===== config.mk =====
export PLATFORM = sky130hd
export DESIGN_NAME = primap_table_builder
export DESIGN_NICKNAME = d
export VERILOG_FILES = /design/src/design/primap_pkg.sv /design/src/design/primap_table_builder.sv
export SDC_FILE = /design/constraint.sdc
export NUM_CORES = 1
export LEC_CHECK = 0
export BUFFER_PORTS_ARGS = -buffer_cell sky130_fd_sc_hd__buf_2
export CORE_MARGIN = 3
export CORE_UTILIZATION = 51
export DETAILED_ROUTE_END_ITERATION = 10
export PLACE_DENSITY = 0.72
export SYNTH_ARGS = -nofsm -noshare
export SYNTH_HDL_FRONTEND = slang
export SYNTH_SLANG_ARGS = --single-unit

===== constraint.sdc =====
create_clock -name clk -period 6.9 [get_ports clk]
set_clock_uncertainty 0.1 [all_clocks]
set_input_delay 0 -clock clk [delete_from_list [all_inputs] [get_ports clk]]
set_output_delay 0 -clock clk [all_outputs]
set_load 0.1 [all_outputs]

===== src/design/primap_pkg.sv =====
// shared constants and types of the interleave map unit
// no dependencies
package primap_pkg;

  localparam int ENTRY_W          = 12;
  localparam int INDEX_W          = 12;
  localparam int SIZE_W           = 13;
  localparam int MULT_W           = 10;
  localparam int CFG_DATA_W       = 13;
  localparam int CFG_IDX_W        = 1;
  localparam int DEFAULT_MAX_SIZE = 4096;
  localparam int MIN_SIZE         = 4;

  localparam logic [SIZE_W-1:0] RESET_SIZE = SIZE_W'(4);
  localparam logic [MULT_W-1:0] RESET_MULT = '0;

  typedef enum logic [CFG_IDX_W-1:0] {
    REG_TABLE_SIZE = 1'b0,
    REG_MULTIPLIER = 1'b1
  } cfg_reg_t;

  // table write port from the builder, address travels separately
  typedef struct packed {
    logic               en;
    logic [ENTRY_W-1:0] data;
  } entry_wr_t;

endpackage


===== src/design/primap_table_builder.sv =====
// sequencer that generates the permutation and writes it into the table
// depends on primap_pkg
module primap_table_builder #(
  parameter int MAX_SIZE = primap_pkg::DEFAULT_MAX_SIZE,
  localparam int ADDR_W  = $clog2(MAX_SIZE),
  localparam int N_W     = ADDR_W + 1
) (
  input  logic                          clk,
  input  logic                          rst_n,
  input  logic                          restart,
  input  logic [N_W-1:0]                size_n,
  input  logic [primap_pkg::MULT_W-1:0] mult,
  output primap_pkg::entry_wr_t         wr,
  output logic [ADDR_W-1:0]             wr_addr,
  output logic                          table_ready
);

  localparam int PROD_W = ADDR_W + primap_pkg::MULT_W;

  typedef enum logic [3:0] {
    ST_SETUP = 4'b0001,
    ST_IDENT = 4'b0010,
    ST_GEN   = 4'b0100,
    ST_DONE  = 4'b1000
  } build_state_t;

  build_state_t      state_r, state_nxt;
  logic [N_W-1:0]    s_r, s_nxt;
  logic [N_W-1:0]    tries_r, tries_nxt;
  logic [ADDR_W-1:0] p_r, p_nxt;
  logic [ADDR_W-1:0] i_r, i_nxt;

  logic [PROD_W-1:0] prod;
  logic [ADDR_W-1:0] mask, q, cand;
  logic              cand_ok, give_up, last;

  // one generator step p -> (t0*p + q) mod s
  assign mask    = ADDR_W'(s_r - 1'b1);
  assign q       = ADDR_W'((s_r >> 2) - 1'b1);
  assign prod    = PROD_W'(mult) * PROD_W'(p_r);
  assign cand    = (prod[ADDR_W-1:0] + q) & mask;
  assign cand_ok = {1'b0, cand} < size_n;
  assign give_up = (tries_r == s_r);
  assign last    = ({1'b0, i_r} == size_n - 1'b1);

  always_comb begin
    state_nxt = state_r;
    s_nxt     = s_r;
    tries_nxt = tries_r;
    p_nxt     = p_r;
    i_nxt     = i_r;
    wr.en     = 1'b0;
    wr.data   = '0;
    wr_addr   = i_r;
    unique case (state_r)
      ST_SETUP: begin
        if (s_r < size_n) begin
          s_nxt = s_r << 1;
        end else if (mult == '0) begin
          i_nxt     = '0;
          state_nxt = ST_IDENT;
        end else begin
          // entry 0 is always 0
          wr.en     = 1'b1;
          wr_addr   = '0;
          i_nxt     = ADDR_W'(1);
          p_nxt     = '0;
          tries_nxt = '0;
          state_nxt = ST_GEN;
        end
      end
      ST_IDENT: begin
        wr.en   = 1'b1;
        wr.data = primap_pkg::ENTRY_W'(i_r);
        if (last) begin
          state_nxt = ST_DONE;
        end else begin
          i_nxt = i_r + 1'b1;
        end
      end
      ST_GEN: begin
        if (cand_ok || give_up) begin
          // write the in-range candidate; search exhausted: entry falls back to 0 and iteration restarts from 0
          wr.en     = 1'b1;
          wr.data   = cand_ok ? primap_pkg::ENTRY_W'(cand) : '0;
          p_nxt     = cand_ok ? cand : '0;
          tries_nxt = '0;
          if (last) begin
            state_nxt = ST_DONE;
          end else begin
            i_nxt = i_r + 1'b1;
          end
        end else begin
          p_nxt     = cand;
          tries_nxt = tries_r + 1'b1;
        end
      end
      ST_DONE: begin
      end
      default: begin
        state_nxt = ST_SETUP;
        s_nxt     = N_W'(1);
      end
    endcase
    if (restart) begin
      wr.en     = 1'b0;
      state_nxt = ST_SETUP;
      s_nxt     = N_W'(1);
    end
  end

  always_ff @(posedge clk) begin
    if (!rst_n) begin
      state_r <= ST_SETUP;
      s_r     <= N_W'(1);
    end else begin
      state_r <= state_nxt;
      s_r     <= s_nxt;
    end
  end

  always_ff @(posedge clk) begin
    tries_r <= tries_nxt;
    p_r     <= p_nxt;
    i_r     <= i_nxt;
  end

  assign table_ready = (state_r == ST_DONE);

endmodule


; Word-level counts from Yosys, hierarchy flattened
; Cells that the tools add are included.
[totals]
register_bits = 54
input_bits = 26
[classes]
n_addsub = 6
multipliers = 1
n_lt_le_gt_ge = 2
n_eq_ne = 10
n_mux = 30
n_bitwise = 4
n_reduce_logical = 10
[ops]
columns = operator, count
row1 = 2-to-1 mux 12 bit, 10
row2 = 2-to-1 mux 13 bit, 5
row3 = case mux 13 bit (2 select lines), 2
row4 = case mux 12 bit (2 select lines), 2
row5 = case mux 12 bit (3 select lines), 1
row6 = case mux 4 bit (4 select lines), 1
row7 = "adder 13 x 1 -> 13 bit, second input constant", 1
row8 = equality test 12 x 13 -> 1 bit, 1
row9 = equality test 13 bit, 1
row10 = less-than comparator 12 x 13 -> 1 bit, 1
row11 = less-than comparator 13 bit, 1
row12 = "subtractor 13 x 1 -> 13 bit, second input constant", 1
row13 = "adder 12 x 1 -> 12 bit, second input constant", 1
row14 = adder 12 bit, 1
row15 = bitwise AND 12 bit, 1
row16 = multiplier 10 x 12 -> 12 bit, 1
row17 = 2-to-1 mux 4 bit, 3
row18 = "subtractor 11 x 1 -> 12 bit, second input constant", 1
row19 = "subtractor 12 x 1 -> 12 bit, second input constant", 1
row20 = zero test 10 bit, 1
row21 = AND reduction 3 bit, 3
row22 = "!= test 2 bit, second input constant", 4
row23 = "equality test 4 x 1 -> 1 bit, second input constant", 1
row24 = "equality test 4 x 2 -> 1 bit, second input constant", 1
row25 = 12 further kinds, 17

; Depth between registers and ports, before layout
; Gate-level depths: netlist of run 1.
[depth]
depth_word = 8
mapped_depth = 28

; Worst setup path after synthesis of run 1
; No wires, ideal clock.
[synth_timing]
kind = flip-flop to output port
startpoint = reg p_r[4]
endpoint = out wr[0] in the netlist's numbering
arrival_time_ps = 8245
required_time_ps = 6800
setup_slack_ps = -1445
stages_incl_launch_ff = 21
n_path_buf = 1
path_cell_list = edfxtp_1 > clkbuf_1 > nand2_1 > fa_1 > inv_1 > fa_1 > fa_1 > fa_1 > inv_1 > fa_1 > inv_1 > ha_1 > o41ai_1 > xor2_1 > nor2_1 > ha_1 > a21o_1 > a211oi_1 > o32a_1 > o31ai_1 > o41ai_1
[synth_lines]
columns = item, line
row1 = start: declaration, primap_table_builder.sv:30  ; logic [ADDR_W-1:0] p_r, p_nxt;
row2 = start signal: assignment, primap_table_builder.sv:124  ; p_r <= p_nxt;
row3 = end: declaration, primap_table_builder.sv:13  ; output primap_pkg::entry_wr_t wr,

==> impl_metrics.tcl, run 1 <==
set metrics [dict create \
    status "finished clean" \
    setup_ws_ns 0.226 \
    viasPerCell 5.70 \
    synth_flop_cell "edfxtp_1" \
    cap_violations 0 \
    h-tree-depth 2 \
    cp_slowest_cell "fa_1" \
    min_to "state_r[1]" \
    synth_top_area_cell "fa_1" \
    grt_max_degree 26 \
    arrival_ns 6.57 \
    reg2regPathDepth 25 \
    power_density_nw_per_um2 92.4 \
    holdWs_ns 0.0291 \
    endpoint_kind "primary output" \
    initial_utilization_pct 52.6 \
    place_ws_ns 0.154 \
    finalWirelength_um 16800 \
    path_clk_slew_ns 0.07 \
    dieArea_um2 14500 \
    r2r_slack_ns 0.35 \
    drt-pass1-iter-count 5 \
    reg2reg_to "i_r[0]" \
    synth_edf_count 37 \
    nets 952 \
    slowest_delay_ns 0.54 \
    avgSynthCellArea_um2 8.60 \
    critical_path_peak_fanout 6 \
    p_leak_nw 3.24 \
    root_buffer "clkbuf_16" \
    antenna_found_initial 0 \
    tightest_slew_ns 1.13 \
    yosys_warnings 0 \
    max_freq_mhz 150 \
    vias 5645 \
    critPathBufInv 8 \
    required_ns 6.80 \
    cts_buffers 5 \
    diodes 0 \
    slew_violations 0 \
    min_period_ns 6.67 \
    die_h_um 120 \
    vdd_drop_max_uv 117 \
    synthesis.area_um2 6660 \
    path_cells "buf_6, and2_1, fa_1, inv_1, fa_1, inv_1, fa_1, fa_1, inv_1, fa_1, inv_1, ha_4, nor3_1, a21oi_1, nand2_1, a311oi_2, buf_4, ha_1, a211oi_2, o32a_1, o31ai_4, buf_6, o41ai_4, buf_4" \
    hp-class "in -> reg" \
    track_usage_pct 23.4 \
    grt_first_pass_wirelength_um 27600 \
    r2r_start "p_r[2]" \
    clock_sinks 54 \
    drc 0 \
    syn_nets 909 \
    wire_per_inst_um 16.9 \
    num_rows 41 \
    die_w_um 120 \
    synth_area_leaders "fa_1 17%, edfxtp_1 17%, ha_1 9.8%" \
    power_mw 0.689 \
    grt_pass1_vias 5628 \
    overflow 0 \
    insertion_delay_ns 0.29 \
    critical-path-top-delay-family "adder cells" \
    syn2layout_area_growth_pct 12.0 \
    io_buffers 51 \
    cts_tree "yes" \
    final_antenna_net_count 0 \
    synthCells 775 \
    cp-start-kind "register" \
    core_um2 12700 \
    async_flop_share_pct 0 \
    final_layout_size_suffix_gt1_share_pct 13.4 \
    crit_cells 24 \
    yosysSeqAreaShare_pct 21.8 \
    stdcell_area_um2 7460 \
    io_pins 52 \
    hp-start "rst_n" \
    ys_types 59 \
    drtIter0Drc 364 \
    hold_depth 4 \
    clk_path_buf_depth 2 \
    crit_top_cell "fa_1" \
    fill_cells 1126 \
    placed_cell_area_um2 7070 \
    netlist.area_leader.share_pct 16.8 \
    min_period_over_period_pct 96.7 \
    final_hold_viol_count 0 \
    synth-seq-cells 54 \
    gp_congestion 0.944 \
    final-setup-viol-count 0 \
    path_class "reg -> out" \
    hpwl_um 13400 \
    max_slew_margin_pct 24.8 \
]
-- worst max path at each step --
stage / from / to / slack, ns
floorplan: p_r[4] / wr[12] / 0.12
global placement: p_r[2] / i_r[10] / 0.34
detailed placement: p_r[2] / i_r[0] / 0.15
CTS: p_r[4] / wr[12] / 0.04
global route: p_r[2] / wr[6] / -0.04
finish: p_r[2] / wr[0] / 0.23
-- timing repair --
item                                   CTS  global route
setup endpoints to repair               13            36
pin swaps                                0            13
buffers inserted                         1             7
hold buffers                             1             0
gates resized for setup                 14            30
endpoints found under the hold margin    2             0
-- layout make-up --
cell class	count	area [µm²]	share of cell area [%]
inverters	111	417	5.58
well taps	172	215	2.88
repair buffers	71	482	6.46
clock buffers	5	125	1.68
flip-flops and latches	54	1450	19.5
multi-input cells	575	4750	63.7
clock inverters	3	20.0	0.268
-- cells in the mapped netlist, types with 7 or more instances --
cell type,number
ha_1,52
nand2_1,96
and2_1,20
nand3_1,26
nor2_1,46
nand4_1,10
edfxtp_1,37
nand2b_1,9
nor3_1,18
inv_1,111
a22o_1,11
a21oi_1,31
o21ai_0,23
dfxtp_1,17
a21o_1,7
nor4_1,10
nor2b_1,15
fa_1,56
xor2_1,33
and3_1,8
xnor2_1,42
clkbuf_1,30
-- power by group --
part / internal [mW] / switching (mW) / leakage [nW] / total, mW
logic: 0.0347 / 0.0559 / 2.62 / 0.0907
clock network: 0.135 / 0.118 / 0.0679 / 0.253
registers: 0.342 / 0.00306 / 0.545 / 0.345
-- flip-flops by register name, indices dropped and copies added, names as in the netlist --
signal,count
state_r,4
p_r,12
tries_r,13
i_r,12
s_r,13
-- routing by layer --
metal / track usage [%] / part of all wire, % / wire [µm] / up-vias
li1: - / - / - / 2649
met1: 33.3 / 43 / 7180 / 2756
met2: 39.3 / 50 / 8320 / 208
met3: 1.87 / 6.0 / 1010 / 32
met4: 5.38 / 1.6 / 272 / 0
met5: 0 / 0 / 0 / -
-- worst reg2reg max path, delay by kind of cell, from the launching register on --
kind	cells	cell delay (ns)
adder cells (fa/ha/maj)	7	3.08
AO/OA/AOI/OAI	7	1.41
buffers and inverters	6	0.60
AND/OR/NAND/NOR	5	0.56
flip-flops	1	0.52
-- cells in the final DEF, fill, tap and decap left out, types with 20 or more instances in the layout --
cell type / count
inv_1: 111
nand2_1: 94
fa_1: 56
ha_1: 50
nor2_1: 44
xnor2_1: 42
buf_2: 38
edfxtp_1: 37
xor2_1: 32
a21oi_1: 29
nand3_1: 25
o21ai_0: 21
buf_4: 21
and2_1: 20
-- logic make-up (layout without fill, tap and decap cells) --
logic type / count (synthesis) / count (layout) / synth area share, %
adders and majority gates: 108 / 108 / 26.6
DFF: 54 / 54 / 21.8
and+or+nand+nor: 284 / 284 / 21.4
AOI/OAI and AO/OA: 103 / 103 / 10.7
xor gates and xnor gates: 75 / 75 / 9.86
buffers and inverters: 146 / 190 / 8.92
muxes: 5 / 5 / 0.751
-- per-stage QoR --
step / TNS, ns / utilization [%] / cells
after detailed placement: 0 / 55.8 / 974
after CTS: 0 / 57.4 / 984
after global routing: -0.206 / 58.9 / 991
after global placement: 0 / 55.8 / 974
after floorplan: 0 / - / 775
final: 0 / 58.9 / 991
Power figures use the tool's default switching activity.
==> run 2, diff against run 1 <==
- PLACE_DENSITY: 0.72 -> 0.75
==> run 2 against run 1 <==
Routed wire length barely moved; maximum frequency shrank 1.3%; worst setup slack got worse by 0.090 ns; first-iteration DRC count is 32% higher; clock-buffer cell count did not move; core utilization up 0.88 points; largest cell class unchanged; largest power group unchanged.
==> impl_metrics.tcl, run 2 (synthesis results as in run 1) <==
set metrics [dict create \
    status "finished clean" \
    gp_congestion 0.878 \
    p_leak_nw 3.30 \
    syn2layout_area_growth_pct 13.7 \
    clock_sinks 54 \
    final_cell_mix "111 x inv_1, 95 x nand2_1, 55 x fa_1" \
    vias 5659 \
    finalWirelength_um 16800 \
    pwr-share-seq_pct 49.2 \
    drt-pass1-iter-count 5 \
    insertion_delay_ns 0.30 \
    cts_tree "yes" \
    antenna_found_initial 0 \
    grt_max_degree 26 \
    p_switching_mw 0.187 \
    final_hold_viol_count 0 \
    diodes 0 \
    die_w_um 120 \
    initial_utilization_pct 52.6 \
    p_clk_share_pct 37.8 \
    root_buffer "clkbuf_16" \
    tightest_slew_ns 1.09 \
    required_ns 6.80 \
    drc 0 \
    p_int_mw 0.513 \
    grt_pass1_vias 5359 \
    min_period_over_period_pct 98.0 \
    max_freq_mhz 148 \
    placed_cell_area_um2 7080 \
    cp-start-kind "register" \
    grt_first_pass_wirelength_um 26600 \
    path_clk_slew_ns 0.08 \
    nets 960 \
    cts_buffers 5 \
    cap_violations 0 \
    hp-class "in -> reg" \
    clk_path_buf_depth 2 \
    final_common_cell "inv_1" \
    track_usage_pct 22.9 \
    die_h_um 120 \
    p_comb_share_pct 13.0 \
    overflow 0 \
    wire_per_inst_um 16.8 \
    viasPerCell 5.66 \
    io_pins 52 \
    core_um2 12700 \
    io_buffers 51 \
    max_slew_margin_pct 27.5 \
    fin_cells 999 \
    endpoint_kind "primary output" \
    min_period_ns 6.76 \
    hpwl_um 12900 \
    power_density_nw_per_um2 92.4 \
    p_sw_share_pct 26.7 \
    num_rows 41 \
    final-setup-viol-count 0 \
    final_antenna_net_count 0 \
    vdd_drop_max_uv 87.1 \
    slew_violations 0 \
    dieArea_um2 14500 \
    final_layout_size_suffix_gt1_share_pct 14.5 \
    r2r_slack_ns 0.33 \
    holdWs_ns 0.0122 \
    drtIter0Drc 479 \
    top_regs "s_r x13, tries_r x13" \
    arrival_ns 6.66 \
    critical_path_peak_fanout 7 \
    stdcell_area_um2 7570 \
    h-tree-depth 2 \
    path_class "reg -> out" \
    dp.cells 975 \
]
run 2: per-stage QoR:
| stage | utilization [%] | setup slack (ns) | power (mW) | TNS [ns] |
|---|---|---|---|---|
| global placement | 55.9 | -0.0539 | 0.435 | -0.814 |
| detailed placement | 55.9 | -0.154 | 0.436 | -3.35 |
| finish | 59.8 | 0.136 | 0.700 | 0 |
| CTS | 57.7 | 0.0404 | 0.694 | 0 |
| global route | 59.8 | -0.0740 | 0.720 | -0.492 |
| floorplan | - | 0.118 | 0.405 | 0 |
run 2: power by group through the flow:
stage	logic (mW)	clock network, mW	registers [mW]
3_3_place_gp	0.0835	0	0.352
2_1_floorplan	0.0552	0	0.350
3_5_place_dp	0.0841	0	0.352
4_1_cts	0.0867	0.263	0.344
5_1_grt	0.0999	0.275	0.344
6_report	0.0912	0.264	0.344
run 2: worst paths after layout:
check             startpoint  cells past startpoint          to
setup / recovery      p_r[3]                     25       wr[6]
hold / removal         rst_n                      4  state_r[1]
setup reg to reg      p_r[3]                     25      i_r[0]
hold reg to reg   state_r[1]                      2  state_r[1]
run 2: layout make-up:
| type | instances | area, µm² |
|---|---|---|
| clock buffers | 5 | 125 |
| clock inverters | 3 | 25.0 |
| fillers | 1096 | 5100 |
| inverters | 111 | 417 |
| multi-input cells | 575 | 4750 |
| flip-flops and latches | 54 | 1450 |
| well taps | 172 | 215 |
| repair buffers | 79 | 586 |
run 2: metal layers:
metal  share of wire (%)  vias to the layer above  wire, µm  GRT usage, %
met3                 5.8                       35       971          1.78
li1                    -                     2678         -             -
met5                   0                        -         0             0
met4                 2.6                        0       435          5.38
met2                  49                      199      8170          38.4
met1                  43                     2747      7220          32.5
run 2: timing repair:
action | CTS | global route
pin swaps | 0 | 18
setup buffers | 3 | 10
hold endpoints to repair | 2 | 0
hold buffers | 1 | 0
setup endpoints to repair | 35 | 36
gates cloned | 0 | 2
resized for setup | 14 | 48
run 2: worst max-delay path, cell delays in order, from the launching register on:
cell and delay (ns):
edfxtp_1 0.55, buf_6 0.19, and2_1 0.14, fa_1 0.50, inv_1 0.05, fa_1 0.50, inv_1 0.06, fa_1 0.51
fa_1 0.54, inv_1 0.05, fa_1 0.54, inv_1 0.07, ha_4 0.28, nor3_1 0.05, a21oi_1 0.11, nand2_1 0.08
a311oi_2 0.35, ha_1 0.32, and3_1 0.20, nand3_2 0.11, o32a_1 0.20, o31ai_4 0.14, nor2_4 0.23, buf_6 0.15
a22o_1 0.19, buf_8 0.22
